`src/design/gtl_pkg.sv`:
```
// gtl_pkg: shared types and constants for the GraphQL token lexer.
// No dependencies.
package gtl_pkg;

  typedef enum logic [3:0] {
    M_IDLE = 4'd0, M_STR = 4'd1, M_ESC = 4'd2, M_CMT = 4'd3, M_DOT1 = 4'd4,
    M_DOT2 = 4'd5, M_INT = 4'd6, M_FRAC = 4'd7, M_EXP = 4'd8, M_EXPD = 4'd9,
    M_NAME = 4'd10
  } lex_mode_t;

  localparam logic [4:0] K_NAME   = 5'd0;
  localparam logic [4:0] K_STRING = 5'd1;
  localparam logic [4:0] K_INT    = 5'd2;
  localparam logic [4:0] K_FLOAT  = 5'd3;
  localparam logic [4:0] K_BOOL   = 5'd4;
  localparam logic [4:0] K_NULL   = 5'd5;
  localparam logic [4:0] K_SPREAD = 5'd15;
  localparam logic [4:0] K_ERROR  = 5'd19;
  localparam logic [4:0] K_EOF    = 5'd20;

  localparam logic [2:0] KW_NONE  = 3'd0;
  localparam logic [2:0] KW_TRUE  = 3'd1;
  localparam logic [2:0] KW_FALSE = 3'd2;
  localparam logic [2:0] KW_NULL  = 3'd3;

  typedef struct packed {
    logic [7:0] byte_value;
    logic       end_of_source;
  } in_word_t;

  typedef struct packed {
    logic [4:0]  token_kind;
    logic [31:0] start_offset;
    logic [15:0] token_length;
    logic [15:0] line_number;
    logic [15:0] column_number;
    logic        last_of_run;
  } out_word_t;

  // keyword spelling check: byte at position idx of keyword kw
  function automatic logic kw_byte_ok(logic [2:0] kw, logic [15:0] idx, logic [7:0] b);
    logic ok;
    ok = 1'b0;
    unique case (kw)
      KW_TRUE: begin
        unique case (idx)
          16'd1: ok = (b == "r");
          16'd2: ok = (b == "u");
          16'd3: ok = (b == "e");
          default: ok = 1'b0;
        endcase
      end
      KW_FALSE: begin
        unique case (idx)
          16'd1: ok = (b == "a");
          16'd2: ok = (b == "l");
          16'd3: ok = (b == "s");
          16'd4: ok = (b == "e");
          default: ok = 1'b0;
        endcase
      end
      KW_NULL: begin
        unique case (idx)
          16'd1: ok = (b == "u");
          16'd2: ok = (b == "l");
          16'd3: ok = (b == "l");
          default: ok = 1'b0;
        endcase
      end
      default: ok = 1'b0;
    endcase
    return ok;
  endfunction

  function automatic logic [4:0] punct_kind(logic [7:0] b);
    logic [4:0] k;
    unique case (b)
      "{": k = 5'd6;
      "}": k = 5'd7;
      "(": k = 5'd8;
      ")": k = 5'd9;
      "[": k = 5'd10;
      "]": k = 5'd11;
      ":": k = 5'd12;
      "!": k = 5'd13;
      "@": k = 5'd14;
      "=": k = 5'd16;
      "&": k = 5'd17;
      "|": k = 5'd18;
      default: k = 5'd0;
    endcase
    return k;
  endfunction

endpackage

```
`src/design/gtl_front.sv`:
```
// gtl_front: lexer state machine; turns one byte per cycle when in_ready is
// high, into up to three tokens, written as one bundle. Depends on gtl_pkg.
module gtl_front #(
  parameter int OFFSET_BITS = 32,
  parameter int LENGTH_BITS = 16,
  parameter int LINE_BITS   = 16
) (
  input  logic                 clk,
  input  logic                 rst,
  input  logic                 in_valid,
  input  gtl_pkg::in_word_t    in_word,
  output logic                 in_ready,
  output logic                 b_valid,
  output gtl_pkg::out_word_t [2:0] b_tok,
  output logic [1:0]           b_count,
  input  logic                 b_ready
);

  localparam logic [LENGTH_BITS-1:0] LEN_MAX = '1;
  localparam logic [LINE_BITS-1:0]   LC_MAX  = '1;

  gtl_pkg::lex_mode_t     lex_mode, lex_mode_next;
  logic [OFFSET_BITS-1:0] byte_position, byte_position_next;
  logic [OFFSET_BITS-1:0] token_start, token_start_next;
  logic [LENGTH_BITS-1:0] token_count, token_count_next;
  logic [LINE_BITS-1:0]   line_counter, line_counter_next;
  logic [LINE_BITS-1:0]   column_counter, column_counter_next;
  logic [2:0]             keyword_match, keyword_match_next;
  logic                   float_seen, float_seen_next;

  gtl_pkg::out_word_t [2:0] tok;
  logic [1:0]               n;
  logic                     fire;

  assign in_ready = !b_valid || b_ready;
  assign fire     = in_valid && in_ready;

  function automatic logic [LINE_BITS-1:0] col_add(logic [LINE_BITS-1:0] c,
                                                   logic [LENGTH_BITS-1:0] a);
    logic [LINE_BITS+LENGTH_BITS:0] s;
    s = (LINE_BITS+LENGTH_BITS+1)'(c) + (LINE_BITS+LENGTH_BITS+1)'(a);
    if (s >= (LINE_BITS+LENGTH_BITS+1)'(LC_MAX)) return LC_MAX;
    return s[LINE_BITS-1:0];
  endfunction

  function automatic logic [31:0] off32(logic [OFFSET_BITS-1:0] v);
    logic [OFFSET_BITS+31:0] w;
    w = (OFFSET_BITS+32)'(v);
    return w[31:0];
  endfunction

  function automatic logic [15:0] w16(logic [LENGTH_BITS-1:0] v);
    logic [LENGTH_BITS+15:0] w;
    w = (LENGTH_BITS+16)'(v);
    return w[15:0];
  endfunction

  function automatic logic [15:0] l16(logic [LINE_BITS-1:0] v);
    logic [LINE_BITS+15:0] w;
    w = (LINE_BITS+16)'(v);
    return w[15:0];
  endfunction

  always_comb begin
    logic [7:0] b;
    logic [4:0] pk;
    logic [4:0] nk;
    logic       dig, alpha, do_idle, do_flush;
    logic [OFFSET_BITS-1:0] p;
    gtl_pkg::out_word_t t;

    b   = in_word.byte_value;
    p   = byte_position;
    pk  = gtl_pkg::punct_kind(b);
    dig = (b >= "0") && (b <= "9");
    alpha = (b == "_") || ((b >= "a") && (b <= "z")) || ((b >= "A") && (b <= "Z"));
    lex_mode_next       = lex_mode;
    byte_position_next  = byte_position;
    token_start_next    = token_start;
    token_count_next    = token_count;
    line_counter_next   = line_counter;
    column_counter_next = column_counter;
    keyword_match_next  = keyword_match;
    float_seen_next     = float_seen;
    tok = '0;
    n   = 2'd0;
    do_idle  = 1'b0;
    do_flush = 1'b0;
    t = '0;
    nk = gtl_pkg::K_NAME;

    if (in_word.end_of_source) begin
      do_flush = 1'b1;
    end else begin
      byte_position_next = p + OFFSET_BITS'(1);
      unique case (lex_mode)
        gtl_pkg::M_STR: begin
          if (b == "\"") begin
            t = '0;
            t.token_kind   = gtl_pkg::K_STRING;
            t.start_offset = off32(token_start);
            t.token_length = w16(token_count);
            t.line_number  = l16(line_counter);
            t.column_number = l16(column_counter);
            tok[n] = t; n = n + 2'd1;
            lex_mode_next = gtl_pkg::M_IDLE;
          end else begin
            if (token_count != LEN_MAX) token_count_next = token_count + LENGTH_BITS'(1);
            if (b == "\\") lex_mode_next = gtl_pkg::M_ESC;
          end
        end
        gtl_pkg::M_ESC: begin
          if (token_count != LEN_MAX) token_count_next = token_count + LENGTH_BITS'(1);
          lex_mode_next = gtl_pkg::M_STR;
        end
        gtl_pkg::M_CMT: if (b == 8'h0A) do_idle = 1'b1;
        gtl_pkg::M_DOT1: begin
          if (b == ".") lex_mode_next = gtl_pkg::M_DOT2;
          else begin do_flush = 1'b1; do_idle = 1'b1; end
        end
        gtl_pkg::M_DOT2: begin
          if (b == ".") begin
            column_counter_next = col_add(column_counter, LENGTH_BITS'(3));
            t.token_kind   = gtl_pkg::K_SPREAD;
            t.start_offset = off32(token_start);
            t.token_length = 16'd3;
            t.line_number  = l16(line_counter);
            t.column_number = l16(column_counter_next);
            tok[n] = t; n = n + 2'd1;
            lex_mode_next = gtl_pkg::M_IDLE;
          end else begin do_flush = 1'b1; do_idle = 1'b1; end
        end
        gtl_pkg::M_INT, gtl_pkg::M_FRAC: begin
          if (dig) begin
            if (token_count != LEN_MAX) token_count_next = token_count + LENGTH_BITS'(1);
          end else if (b == "." && lex_mode == gtl_pkg::M_INT) begin
            float_seen_next = 1'b1;
            if (token_count != LEN_MAX) token_count_next = token_count + LENGTH_BITS'(1);
            lex_mode_next = gtl_pkg::M_FRAC;
          end else if (b == "e" || b == "E") begin
            float_seen_next = 1'b1;
            if (token_count != LEN_MAX) token_count_next = token_count + LENGTH_BITS'(1);
            lex_mode_next = gtl_pkg::M_EXP;
          end else begin do_flush = 1'b1; do_idle = 1'b1; end
        end
        gtl_pkg::M_EXP, gtl_pkg::M_EXPD: begin
          if (dig || (lex_mode == gtl_pkg::M_EXP && (b == "+" || b == "-"))) begin
            if (token_count != LEN_MAX) token_count_next = token_count + LENGTH_BITS'(1);
            lex_mode_next = gtl_pkg::M_EXPD;
          end else begin do_flush = 1'b1; do_idle = 1'b1; end
        end
        gtl_pkg::M_NAME: begin
          if (alpha || dig) begin
            if (keyword_match != gtl_pkg::KW_NONE &&
                !gtl_pkg::kw_byte_ok(keyword_match, w16(token_count), b))
              keyword_match_next = gtl_pkg::KW_NONE;
            if (token_count != LEN_MAX) token_count_next = token_count + LENGTH_BITS'(1);
          end else begin do_flush = 1'b1; do_idle = 1'b1; end
        end
        default: do_idle = 1'b1;
      endcase
    end

    // flush of the pending token; a pending pair of dots gives two error tokens
    if (do_flush) begin
      t = '0;
      t.line_number = l16(line_counter);
      unique case (lex_mode)
        gtl_pkg::M_STR, gtl_pkg::M_ESC: begin
          t.token_kind = gtl_pkg::K_STRING;
          t.start_offset = off32(token_start);
          t.token_length = w16(token_count);
          t.column_number = l16(column_counter_next);
          tok[n] = t; n = n + 2'd1;
        end
        gtl_pkg::M_DOT1, gtl_pkg::M_DOT2: begin
          column_counter_next = col_add(column_counter_next, LENGTH_BITS'(1));
          t.token_kind = gtl_pkg::K_ERROR;
          t.start_offset = off32(token_start);
          t.token_length = 16'd1;
          t.column_number = l16(column_counter_next);
          tok[n] = t; n = n + 2'd1;
          if (lex_mode == gtl_pkg::M_DOT2) begin
            column_counter_next = col_add(column_counter_next, LENGTH_BITS'(1));
            t.start_offset = off32(token_start + OFFSET_BITS'(1));
            t.column_number = l16(column_counter_next);
            tok[n] = t; n = n + 2'd1;
          end
        end
        gtl_pkg::M_INT, gtl_pkg::M_FRAC, gtl_pkg::M_EXP, gtl_pkg::M_EXPD,
        gtl_pkg::M_NAME: begin
          column_counter_next = col_add(column_counter_next, token_count);
          if (lex_mode == gtl_pkg::M_NAME) begin
            nk = gtl_pkg::K_NAME;
            if (keyword_match == gtl_pkg::KW_TRUE && token_count == LENGTH_BITS'(4))
              nk = gtl_pkg::K_BOOL;
            if (keyword_match == gtl_pkg::KW_FALSE && token_count == LENGTH_BITS'(5))
              nk = gtl_pkg::K_BOOL;
            if (keyword_match == gtl_pkg::KW_NULL && token_count == LENGTH_BITS'(4))
              nk = gtl_pkg::K_NULL;
          end else begin
            nk = float_seen ? gtl_pkg::K_FLOAT : gtl_pkg::K_INT;
          end
          t.token_kind = nk;
          t.start_offset = off32(token_start);
          t.token_length = w16(token_count);
          t.column_number = l16(column_counter_next);
          tok[n] = t; n = n + 2'd1;
        end
        default: ;
      endcase
      lex_mode_next = gtl_pkg::M_IDLE;
    end

    if (do_idle) begin
      lex_mode_next = gtl_pkg::M_IDLE;
      t = '0;
      t.start_offset = off32(p);
      t.token_length = 16'd1;
      t.line_number  = l16(line_counter_next);
      priority if (b == " " || b == 8'h09 || b == 8'h0D || b == ",") begin
        column_counter_next = col_add(column_counter_next, LENGTH_BITS'(1));
      end else if (b == 8'h0A) begin
        if (line_counter_next != LC_MAX) line_counter_next = line_counter_next + LINE_BITS'(1);
        column_counter_next = LINE_BITS'(1);
      end else if (b == "#") begin
        lex_mode_next = gtl_pkg::M_CMT;
      end else if (b == "\"") begin
        lex_mode_next = gtl_pkg::M_STR;
        token_start_next = p + OFFSET_BITS'(1);
        token_count_next = '0;
      end else if (pk != 5'd0) begin
        column_counter_next = col_add(column_counter_next, LENGTH_BITS'(1));
        t.token_kind = pk;
        t.column_number = l16(column_counter_next);
        tok[n] = t; n = n + 2'd1;
      end else if (b == ".") begin
        lex_mode_next = gtl_pkg::M_DOT1;
        token_start_next = p;
      end else if (b == "-" || dig) begin
        lex_mode_next = gtl_pkg::M_INT;
        token_start_next = p;
        token_count_next = LENGTH_BITS'(1);
        float_seen_next = 1'b0;
      end else if (alpha) begin
        lex_mode_next = gtl_pkg::M_NAME;
        token_start_next = p;
        token_count_next = LENGTH_BITS'(1);
        keyword_match_next = (b == "t") ? gtl_pkg::KW_TRUE :
                             (b == "f") ? gtl_pkg::KW_FALSE :
                             (b == "n") ? gtl_pkg::KW_NULL : gtl_pkg::KW_NONE;
      end else begin
        column_counter_next = col_add(column_counter_next, LENGTH_BITS'(1));
        t.token_kind = gtl_pkg::K_ERROR;
        t.column_number = l16(column_counter_next);
        tok[n] = t; n = n + 2'd1;
      end
    end

    if (in_word.end_of_source) begin
      t = '0;
      t.token_kind = gtl_pkg::K_EOF;
      t.start_offset = off32(byte_position);
      t.line_number = l16(line_counter);
      t.column_number = l16(column_counter_next);
      tok[n] = t; n = n + 2'd1;
      lex_mode_next       = gtl_pkg::M_IDLE;
      byte_position_next  = '0;
      token_start_next    = '0;
      token_count_next    = '0;
      line_counter_next   = LINE_BITS'(1);
      column_counter_next = LINE_BITS'(1);
      keyword_match_next  = gtl_pkg::KW_NONE;
      float_seen_next     = 1'b0;
    end
    if (n != 2'd0) tok[n-2'd1].last_of_run = 1'b1;
  end

  always_ff @(posedge clk) begin
    if (rst) begin
      lex_mode       <= gtl_pkg::M_IDLE;
      byte_position  <= '0;
      token_start    <= '0;
      token_count    <= '0;
      line_counter   <= LINE_BITS'(1);
      column_counter <= LINE_BITS'(1);
      keyword_match  <= gtl_pkg::KW_NONE;
      float_seen     <= 1'b0;
      b_valid        <= 1'b0;
    end else begin
      if (fire) begin
        lex_mode       <= lex_mode_next;
        byte_position  <= byte_position_next;
        token_start    <= token_start_next;
        token_count    <= token_count_next;
        line_counter   <= line_counter_next;
        column_counter <= column_counter_next;
        keyword_match  <= keyword_match_next;
        float_seen     <= float_seen_next;
      end
      if (in_ready) b_valid <= fire && (n != 2'd0);
    end
  end

  always_ff @(posedge clk) begin
    if (fire) begin
      b_tok   <= tok;
      b_count <= n;
    end
  end

  assert property (@(posedge clk) disable iff (rst) b_valid |-> b_count != 2'd0)
    else $error("empty bundle");
  assert property (@(posedge clk) disable iff (rst)
    b_valid && !b_ready |=> b_valid && $stable(b_count))
    else $error("bundle lost");
  assert property (@(posedge clk) disable iff (rst)
    fire && in_word.end_of_source |=> lex_mode == gtl_pkg::M_IDLE && byte_position == '0)
    else $error("end did not reset");

endmodule

```
`src/design/gtl_back.sv`:
```
// gtl_back: unpacks token bundles into a one-token-per-pop output queue.
// Depends on gtl_pkg.
module gtl_back (
  input  logic                     clk,
  input  logic                     rst,
  input  logic                     b_valid,
  input  gtl_pkg::out_word_t [2:0] b_tok,
  input  logic [1:0]               b_count,
  output logic                     b_ready,
  output logic                     empty,
  output gtl_pkg::out_word_t       result,
  input  logic                     pop
);

  logic [1:0] idx;
  logic       last;

  assign empty   = !b_valid;
  assign result  = b_tok[idx];
  assign last    = (idx + 2'd1) == b_count;
  assign b_ready = pop && last;

  always_ff @(posedge clk) begin
    if (rst) begin
      idx <= 2'd0;
    end else if (pop && b_valid) begin
      idx <= last ? 2'd0 : idx + 2'd1;
    end
  end

  assert property (@(posedge clk) disable iff (rst) b_valid |-> idx < b_count)
    else $error("index past bundle");
  assert property (@(posedge clk) disable iff (rst)
    b_valid && !empty && pop && !last |=> idx == $past(idx) + 2'd1)
    else $error("index not advanced");
  assert property (@(posedge clk) disable iff (rst) !b_valid |-> idx == 2'd0)
    else $error("stale index");

endmodule

```
`src/design/graphql_token_lexer_unit.sv`:
```
// GraphQL token lexer. Source bytes enter through push/full, one per cycle
// while full is low; tokens leave through empty/pop, one per pop. A byte can
// produce zero to three tokens (flush of a pending token, the byte's own
// token, EOF); the front stage evaluates each byte combinationally and hands
// a bundle of up to three tokens to the back, which pops them one at a time.
// Sustained rate is one byte per cycle as long as each byte yields at most one
// token and pop keeps up; a byte yielding k tokens occupies the output for k
// pops. The front holds one bundle register; it accepts a new byte in the
// same cycle the last token of the waiting bundle is popped. last_of_run
// marks the final token of each byte. Depends on gtl_pkg, gtl_front, gtl_back.
module graphql_token_lexer_unit #(
  parameter int OFFSET_BITS = 32,
  parameter int LENGTH_BITS = 16,
  parameter int LINE_BITS   = 16
) (
  input  logic               clk,
  input  logic               rst,
  input  logic               push,
  output logic               full,
  input  gtl_pkg::in_word_t  in_data,
  output logic               empty,
  input  logic               pop,
  output gtl_pkg::out_word_t out_data
);

  logic                     b_valid, b_ready, in_ready;
  gtl_pkg::out_word_t [2:0] b_tok;
  logic [1:0]               b_count;

  assign full = !in_ready;

  gtl_front #(
    .OFFSET_BITS(OFFSET_BITS), .LENGTH_BITS(LENGTH_BITS), .LINE_BITS(LINE_BITS)
  ) u_front (
    .clk, .rst, .in_valid(push), .in_word(in_data), .in_ready,
    .b_valid, .b_tok, .b_count, .b_ready
  );

  gtl_back u_back (
    .clk, .rst, .b_valid, .b_tok, .b_count, .b_ready,
    .empty, .result(out_data), .pop
  );

  assert property (@(posedge clk) disable iff (rst)
    !empty && pop && out_data.last_of_run |-> !full)
    else $error("input not freed after last token");
  assert property (@(posedge clk) disable iff (rst)
    !empty && !pop |=> !empty && $stable(out_data))
    else $error("token changed while waiting");
  assert property (@(posedge clk) disable iff (rst)
    !empty |-> out_data.token_kind <= gtl_pkg::K_EOF)
    else $error("bad token kind");

endmodule

```
`config.mk`:
```
export PLATFORM = sky130hd
export DESIGN_NAME = graphql_token_lexer_unit
export DESIGN_NICKNAME = d
export VERILOG_FILES = /design/src/design/gtl_pkg.sv /design/src/design/gtl_front.sv /design/src/design/gtl_back.sv /design/src/design/graphql_token_lexer_unit.sv
export SDC_FILE = /design/constraint.sdc
export NUM_CORES = 1
export LEC_CHECK = 0
export BUFFER_PORTS_ARGS = -buffer_cell sky130_fd_sc_hd__clkbuf_2
export CAP_MARGIN = 20
export CORE_ASPECT_RATIO = 1.25
export CORE_UTILIZATION = 51
export DETAILED_ROUTE_END_ITERATION = 6
export GPL_ROUTABILITY_DRIVEN = 1
export GPL_TIMING_DRIVEN = 0
export HOLD_SLACK_MARGIN = 0.1
export PLACE_DENSITY = 0.67
export SLEW_MARGIN = 20
export SYNTH_ARGS = -nofsm -noshare
export SYNTH_HDL_FRONTEND = slang
export SYNTH_SLANG_ARGS = --single-unit
```
`constraint.sdc`:
```
create_clock -name clk -period 21.1 [get_ports clk]
set_clock_uncertainty 0.1 [all_clocks]
set_input_delay 1.055 -clock clk [delete_from_list [all_inputs] [get_ports clk]]
set_output_delay 1.055 -clock clk [all_outputs]
set_load 0.01 [all_outputs]
```
### Word level (Yosys, flattened, before mapping)

Cells that the tools add are included.

| storage, ports and cells | value |
|---|---|
| latch bits | 0 |
| input bits | 13 |
| bits in writable memories | 0 |
| bits in read-only memories | 0 |
| register bits | 383 |
| memories kept | 0 |

| cells by class | value |
|---|---|
| divide/modulo/power cells | 0 |
| $mul | 0 |
| reduce and logical (&&, ||, !) cells | 50 |
| equality and inequality tests | 65 |
| shift operators | 0 |
| mux-type cells | 247 |
| magnitude comparators | 22 |
| bitwise gates (word level) | 0 |
| add/sub/neg operators | 15 |

Operators by type and width:

| kind | count |
|---|---|
| 258-bit two-way mux | 13 |
| 258-bit bitwise mux | 8 |
| 16-bit two-way mux | 71 |
| 86-bit demux with 2-bit select | 5 |
| 258-bit one-hot mux with 3 select lines | 1 |
| 86-bit two-way mux | 6 |
| 32-bit two-way mux | 11 |
| 86-bit binary-select mux with 2-bit select | 1 |
| 86-bit one-hot mux with 2 select lines | 1 |
| 33-bit by 16-bit >= comparator with 1-bit output (second input constant) | 5 |
| 8-bit by 7-bit == test with 1-bit output (second input constant) | 18 |
| 8-bit by 6-bit == test with 1-bit output (second input constant) | 13 |
| 85-bit two-way mux | 1 |
| 82-bit two-way mux | 1 |
| 16-bit one-hot mux with 5 select lines | 1 |
| 4-bit two-way mux | 19 |
| 32-bit by 1-bit adder with 32-bit output (second input constant) | 2 |
| 1-bit two-way mux | 61 |
| 5-bit one-hot mux with 12 select lines | 1 |
| 3-bit two-way mux | 18 |
| 16-bit by 1-bit adder with 17-bit output (second input constant) | 3 |
| 16-bit by 1-bit adder with 16-bit output (second input constant) | 2 |
| 16-bit by 2-bit == test with 1-bit output (second input constant) | 2 |
| 16-bit by 3-bit == test with 1-bit output (second input constant) | 2 |
| other kinds (48) | 133 |

### Logic depth before layout (Yosys ltp)

Gate-level depths: netlist of the first run.

| logic depth | value |
|---|---|
| word-level depth | 67 |
| mapped depth | 47 |

### Hierarchy

From an unflattened synthesis of the first run, not the netlist that was laid out.

| second synthesis, totals | value |
|---|---|
| cell total of the unflattened synthesis | 3,062 |
| area total of the unflattened synthesis | 25,271.7 um^2 |

By module, submodules not included:

| module | area each (um^2) | instances | seq. area each (um^2) | cells each |
|---|---|---|---|---|
| gtl_front | 23,367.4 | 1 | 9,779.4 | 2,758 |
| gtl_back | 1,900.6 | 1 | 40.0 | 303 |
| graphql_token_lexer_unit | 3.8 | 1 | 0.0 | 1 |

### Worst setup path after synthesis of the first run

OpenSTA, ideal clock, no wires.

| timing path | value |
|---|---|
| kind | register -> register |
| from | reg u_front.column_counter[0] |
| to | reg, netlist name u_front.b_tok[182] |
| setup time | 0.271 ns |
| path buffers | 9 |
| arrival time | 9.236 ns |
| slack | 11.493 ns |
| cell stages (with the launch flop) | 46 |
| path through | dfxtp_1 clkbuf_1 clkbuf_1 inv_1 ha_1 clkbuf_1 or3b_2 clkbuf_1 a31o_2 a31oi_1 nand2_1 or4_1 o211ai_1 o21a_1 ha_1 inv_1 a311oi_1 o21a_1 [10 not listed] o311a_1 and3_1 nand4_1 and4b_1 buf_2 o31ai_1 and2_1 clkbuf_1 inv_1 ha_1 nor3b_1 o211a_1 and2_1 and4_1 clkbuf_1 or4_1 o211ai_1 o22ai_1 |

RTL lines:

| what | line | RTL |
|---|---|---|
| start: declaration | gtl_front.sv:27 | `logic [LINE_BITS-1:0] column_counter, column_counter_next;` |
| start signal: assignment | gtl_front.sv:297 | `column_counter <= column_counter_next;` |

==> flow_summary_export.csv, run 1 <==
group,metric,value,unit
outcome,status,"finished clean",
synth,yosys_warnings,0,
critical_path,crit_type,"flop to flop",
pwr,power.density,80.8,mW/mm²
layout,drive_gt1_share,7.58,%
global_routing,gr-total-overflow,0,
timing,slew-limit-headroom,17.3,%
layout,area_growth,11.0,%
critical_path,timing.rr.start,"u_front.column_counter[0]$_SDFFE_PP1P_",
timing,clock.fmax,66.4,MHz
placement,dp_slack,6.57,ns
die,die_area,0.0511,mm²
timing,drv_slew,0,
clocking,root_buffer,"clkbuf_16",
pwr,ir_worst_vdd,0.0981,mV
clocking,cts.reportedPaths.clkPinSlew,0.06,ns
critical_path,cp.buffers_inverters,13,
layout,fin_nets,3351,
critical_path,required,21.33,ns
detailed_routing,avgRoutedWirePerCell,29.1,µm
die,coreArea,0.0494,mm²
global_routing,grt_use_total,44.3,%
die,pin_count,101,
placement,hpwlAfterDp,86700,µm
die,die_y,253,µm
synth,synth_area,0.0256,mm²
critical_path,reg2regPathDepth,44,
global_routing,grt_max_degree,64,
synth,synth_edf_count,245,
synth,syn_avg_cell_area,8.15,µm²
hold_path,hold_start,"u_front.keyword_match[2]$_SDFFE_PP0P_",
synth,synth.distinct_cells,106,
clocking,clockBufferDepth,3,
die,fp.dieW,202,µm
critical_path,worstPathArrival,15.28,ns
detailed_routing,wirelength,116000,µm
synth,synthCells,3141,
critical_path,rr_endpoint,"u_front.b_tok[10]$_DFFE_PP_",
clocking,postCtsResizedCells,0,
critical_path,path_max_fanout,10,
clocking,postCtsSetupRepairBufs,0,
critical_path,ff2ff_setup_slack,6.05,ns
global_routing,grt_pass1_wl,166000,µm
timing,timing.hold.ws,0.408,ns
critical_path,slowest_delay,1.00,ns
detailed_routing,routedLengthMet1,39300,µm
detailed_routing,top_layer_used,"met5",
timing,layout_min_cycle_time,15.05,ns
clocking,cts_hold_buf,0,
job,cap_violations,0,
critical_path,cpMaxStageDelayCell,"nor4b_1",
timing,fin_setup_tns,0,ns
die,initial_utilization,51.8,%
hold_path,whs_endpoint,"u_front.keyword_match[2]$_SDFFE_PP0P_",
synth,ys.flop_type,"edfxtp_1",
timing,worst_slack,6.05,ns
timing,finalSetupViolCount,0,
synth,ys_async_sr_fraction,0,%
hold_path,hold_class,"flop to flop",
critical_path,end_kind,"flop",
critical_path,path_common_cell,"clkbuf_1",
clocking,cts_sinks,368,
detailed_routing,remaining_drc_errors,0,
global_routing,antenna_found_initial,6,
detailed_routing,drt_iter0_drc,3155,
clocking,htree_levels,2,
hold_path,min_path_cells,1,
timing,hold_viol,0,
clocking,cts_tree,"built",
detailed_routing,met2_length,54200,µm
synth,synth_seq_cells,368,
clocking,cts_made_buffers,38,
timing,post-route-period-util,71.3,%
pwr,p_leak,9.63,nW
placement,portBuffers,95,
global_routing,grt_pass1_vias,25700,
detailed_routing,detail-route-antenna-nets,0,
detailed_routing,vias_per_cell,6.77,
die,placementRows,91,
timing,rsz0062_at_grt,"no",
critical_path,cp_top_family,"simple AND/OR/NAND/NOR gates",
clocking,clkLatencyLatePin,0.59,ns
detailed_routing,met3_length,10700,µm
detailed_routing,vias,27000,
critical_path,critPathLaunchType,"flop",
timing,tightestPinTransition,1.24,ns
synth,ys_seq_area_share,38.4,%
detailed_routing,drt_first_pass_iters,6,
placement,place_congestion,1.09,
kinds of logic after synthesis:
group           Yosys count  share of synthesized area (%)
buf+inv                 290                           4.34
fa+ha+maj                42                           2.08
compound gates          924                           22.8
simple gates           1313                           24.9
other cells               1                         0.0146
flops                   368                           38.4
mux                     102                           4.03
xor+xnor                101                           3.45
worst max-delay path by stage:
stage	start	endpoint	cells past startpoint
final	u_front.column_counter[0]$_SDFFE_PP1P_	u_front.b_tok[10]$_DFFE_PP_	44
after floorplan	u_front.column_counter[0]$_SDFFE_PP1P_	u_front.b_tok[182]$_DFFE_PP_	45
after CTS	u_front.column_counter[0]$_SDFFE_PP1P_	u_front.b_tok[10]$_DFFE_PP_	45
after global routing	u_front.column_counter[0]$_SDFFE_PP1P_	u_front.b_tok[7]$_DFFE_PP_	44
after global placement	u_front.column_counter[0]$_SDFFE_PP1P_	u_front.b_tok[10]$_DFFE_PP_	41
after detailed placement	u_front.column_counter[0]$_SDFFE_PP1P_	u_front.b_tok[10]$_DFFE_PP_	45
cells in the final DEF (no fill, tap or decap), drive strengths merged, types with 18 or more instances in the layout:
master / count
o211ai: 18
nand4: 38
nand3b: 21
nor4: 32
nand2b: 18
xnor2: 54
clkbuf: 348
o22ai: 29
a211oi: 26
o31ai: 50
a21o: 19
ha: 41
nor2: 334
or3: 29
nand2: 409
edfxtp: 245
mux2i: 99
xor2: 47
buf: 33
a31oi: 48
nor3: 113
nor2b: 93
a21oi: 201
nand3: 69
inv: 61
dfxtp: 123
a22oi: 48
and2: 40
and3: 63
o21ai: 319
cell usage after synthesis, types with 17 or more instances:
cell type	count	area, µm²
nand2b_1	18	113
a31oi_1	45	282
nor3_1	107	536
ha_1	41	513
mux2i_1	97	971
a22oi_1	48	360
nor2_1	332	1250
xor2_1	47	412
and2_1	38	238
xnor2_1	54	473
clkbuf_1	199	747
inv_1	57	214
o31ai_1	48	360
nand4_1	37	231
a21oi_1	199	996
and3_1	63	394
o22ai_1	29	181
nor2b_1	93	582
dfxtp_1	123	2460
nand3_1	69	345
or3_1	28	175
a21o_1	19	143
buf_1	17	63.8
a211oi_1	24	180
o21ai_0	310	1550
nor4_1	28	175
o211ai_1	17	128
edfxtp_1	245	7360
nand2_1	406	1520
nand3b_1	21	158
cell type report:
class / count / area, µm²
Clock inverter: 18 / 250
Fill cell: 4409 / 21000
Inverter: 62 / 233
Timing Repair Buffer: 101 / 591
Antenna cell: 2 / 5.00
Buffer: 228 / 891
Clock buffer: 52 / 1050
Tap cell: 651 / 815
Sequential cell: 368 / 9820
Multi-Input combinational cell: 2497 / 14800
registers in the layout, summed over array words and instances, names as in the netlist:
signal and cells:
u_front.keyword_match 3, u_front.byte_position 32, u_front.token_start 32, u_front.float_seen 1, u_front.b_valid 1, u_front.b_count 2
u_front.lex_mode 4, u_back.idx 2, u_front.token_count 16, u_front.b_tok 243, u_front.column_counter 16, u_front.line_counter 16
power by group:
group	switching, mW	internal (mW)	total [mW]
clock	0.300	0.405	0.705
combinational	0.558	0.177	0.735
sequential	0.0206	0.838	0.859
routing by layer:
layer | vias up | global-route usage, %
met1 | 12800 | 48.3
met4 | 2 | 39.1
li1 | 11800 | -
met2 | 1818 | 74.0
met5 | - | 0
met3 | 490 | 7.99
metrics by stage:
| step | area, µm² | utilization [%] | instances | power, mW |
|---|---|---|---|---|
| 3_5_place_dp | 27100 | 54.9 | 3907 | 1.57 |
| 2_1_floorplan | 25700 | - | 3155 | 1.28 |
| 6_report | 28400 | 57.5 | 3979 | 2.30 |
| 5_1_grt | 28400 | 57.5 | 3978 | 2.35 |
| 4_1_cts | 28400 | 57.5 | 3977 | 2.26 |
| 3_3_place_gp | 26900 | 54.5 | 3901 | 1.58 |
Note: power is estimated with default switching activity, not from simulation.
==> run 2: changes to the inputs <==
--- a/config.mk
+++ b/config.mk
@@ -13,7 +13,7 @@
 export GPL_ROUTABILITY_DRIVEN = 1
 export GPL_TIMING_DRIVEN = 0
 export HOLD_SLACK_MARGIN = 0.1
-export PLACE_DENSITY = 0.67
+export PLACE_DENSITY = 0.69
 export SLEW_MARGIN = 20
 export SYNTH_ARGS = -nofsm -noshare
 export SYNTH_HDL_FRONTEND = slang
==> constraint.sdc (replaced) <==
create_clock -name clk -period 12.8 [get_ports clk]
set_clock_uncertainty 0.1 [all_clocks]
set_input_delay 0.64 -clock clk [delete_from_list [all_inputs] [get_ports clk]]
set_output_delay 0.64 -clock clk [all_outputs]
set_load 0.01 [all_outputs]
==> run 2 against run 1 <==
  * The run now ends with DRC left
  * Maximum frequency up 21%
  * Core utilization up 0.058 points
  * Highest routed layer unchanged
  * Critical path type unchanged
  * Largest cell class unchanged
  * Die area unchanged
==> flow_summary_export.csv, run 2 (synthesis gave the netlist of run 1 again) <==
group,metric,value,unit
global_routing,grt_max_degree,64,
clocking,root_buffer,"clkbuf_16",
global_routing,met3_usage,8.84,%
layout,fillers,4498,
critical_path,worstPathArrival,12.63,ns
die,pin_count,101,
die,placementRows,91,
timing,post-route-period-util,97.5,%
pwr,power.density,130,mW/mm²
timing,clock.fmax,80.1,MHz
layout,fin_nets,3352,
clocking,cts_sinks,368,
die,die_area,0.0511,mm²
layout,drive_gt1_share,8.12,%
die,coreArea,0.0494,mm²
layout,area_growth,11.2,%
critical_path,path_max_fanout,10,
global_routing,grt_use_total,43.3,%
critical_path,ff2ff_setup_slack,0.31,ns
pwr,ir_worst_vdd,0.129,mV
global_routing,grt_pass1_vias,25400,
critical_path,reg2regPathDepth,44,
timing,slew-limit-headroom,14.0,%
global_routing,use_met2,72.4,%
detailed_routing,avgRoutedWirePerCell,28.3,µm
die,die_y,253,µm
critical_path,rr_endpoint,"u_front.b_tok[7]$_DFFE_PP_",
timing,finalSetupViolCount,0,
layout,largest_reg_flops,243,
detailed_routing,drt_first_pass_iters,7,
timing,tightestPinTransition,1.29,ns
clocking,cts.reportedPaths.clkPinSlew,0.06,ns
placement,portBuffers,95,
timing,hold_viol,0,
critical_path,end_kind,"flop",
critical_path,cp.buffers_inverters,12,
timing,timing.hold.ws,0.246,ns
detailed_routing,vias_per_cell,6.72,
global_routing,grt_pass1_wl,162000,µm
hold_path,hold_class,"input port to flop",
detailed_routing,remaining_drc_errors,12,
critical_path,crit_type,"flop to flop",
critical_path,slowest_delay,0.63,ns
detailed_routing,vias,26700,
job,cap_violations,0,
critical_path,cp_top_family,"simple AND/OR/NAND/NOR gates",
timing,drv_slew,0,
clocking,clockBufferDepth,3,
global_routing,antenna_found_initial,4,
layout,layout_commonest_cell,"nand2_1",
timing,rsz0062_at_grt,"no",
clocking,cts_made_buffers,38,
outcome,status,"finished with violations",
placement,place_congestion,1.07,
clocking,clkLatencyLatePin,0.59,ns
layout,largest-register,"u_front.b_tok",
critical_path,cp-endpoint,"u_front.b_tok[7]$_DFFE_PP_",
clocking,cts_tree,"built",
clocking,htree_levels,2,
critical_path,cpMaxStageDelayCell,"or4_1",
layout,final_cell_mix,"406 x nand2_1, 330 x nor2_1, 309 x o21ai_0",
detailed_routing,detail-route-antenna-nets,0,
layout,reg.largest.list,"u_front.b_tok (243), u_front.byte_position (32), u_front.token_start (32)",
detailed_routing,wirelength,113000,µm
critical_path,required,12.94,ns
critical_path,cp-startpoint,"u_front.column_counter[0]$_SDFFE_PP1P_",
timing,layout_min_cycle_time,12.49,ns
timing,fin_setup_tns,0,ns
placement,dp_slack,-1.41,ns
placement,hpwlAfterDp,85100,µm
global_routing,grt_util_met1,47.2,%
pwr,p_leak,9.66,nW
die,initial_utilization,51.8,%
outcome,violations,"DRC",
placement,dp.cells,3907,
critical_path,timing.rr.start,"u_front.column_counter[0]$_SDFFE_PP1P_",
critical_path,path_common_cell,"inv_1",
die,fp.dieW,202,µm
critical_path,critPathLaunchType,"flop",
global_routing,top_usage_layer,"met2",
clocking,cts_hold_buf,0,
detailed_routing,drt_iter0_drc,3190,
layout,fin_cells,3980,
timing,worst_slack,0.314,ns
critical_path,cp.depth,44,
global_routing,gr-total-overflow,0,
run 2: changes by cell type in the layout (fill, tap and decap cells not counted), moves of 3 or more:
cell,previous run,this run
bufinv_16,4,1
clkbuf_1,205,198
clkbuf_2,99,102
clkbuf_8,5,1
clkinv_2,3,7
run 2: how the worst min path moves through the flow:
| stage | from | endpoint | cells past startpoint |
|---|---|---|---|
| finish | push | u_front.b_valid$_SDFFE_PP0N_ | 3 |
| global placement | u_front.keyword_match[2]$_SDFFE_PP0P_ | u_front.keyword_match[2]$_SDFFE_PP0P_ | 1 |
| CTS | push | u_front.b_valid$_SDFFE_PP0N_ | 3 |
| global route | push | u_front.b_valid$_SDFFE_PP0N_ | 3 |
| floorplan | u_front.float_seen$_SDFFE_PP0P_ | u_front.float_seen$_SDFFE_PP0P_ | 2 |
| detailed placement | u_front.float_seen$_SDFFE_PP0P_ | u_front.float_seen$_SDFFE_PP0P_ | 2 |
run 2: worst reg2reg max path: cells and delay by family, from the launching register on:
kind / cells / cell delay, ns
AO/OA/AOI/OAI: 15 / 3.79
XOR/XNOR: 1 / 0.20
buffers and inverters: 12 / 2.53
AND/OR/NAND/NOR: 12 / 3.96
flip-flops: 1 / 0.31
adder cells (fa/ha/maj): 4 / 1.28
run 2: metrics by stage:
step | utilization, % | power (mW) | area [µm²]
4_1_cts | 57.4 | 3.65 | 28400
6_report | 57.6 | 3.70 | 28500
5_1_grt | 57.6 | 3.80 | 28500
3_3_place_gp | 54.5 | 2.59 | 26900
2_1_floorplan | - | 2.11 | 25700
3_5_place_dp | 54.9 | 2.57 | 27100
run 2: repair_timing:
action,CTS,global route
setup endpoints to repair,64,60
gates resized for setup,15,15
pin swaps,1,1
buffers inserted,2,0
run 2: report_power, final:
group	switching, mW	internal [mW]	total [mW]	leakage (nW)
Combinational	0.902	0.297	1.20	5.65
Clock	0.495	0.594	1.09	0.577
Sequential	0.0326	1.38	1.41	3.44
run 2: cell type report:
type                            instances  area (µm²)  area share [%]
Sequential cell                       368        9820            34.5
Multi-Input combinational cell       2497       14900            52.3
Antenna cell                            2        5.00          0.0176
Tap cell                              651         815            2.86
Inverter                               62         233           0.818
Buffer                                226         887            3.12
Timing Repair Buffer                  104         628            2.21
Clock buffer                           49        1020            3.60
Clock inverter                         21         164           0.576
run 2: routing by layer:
layer | part of all wire, % | routed length, µm
met5 | 0.020 | 22
met4 | 9.9 | 11100
met3 | 9.5 | 10700
met2 | 47 | 52800
met1 | 34 | 38000
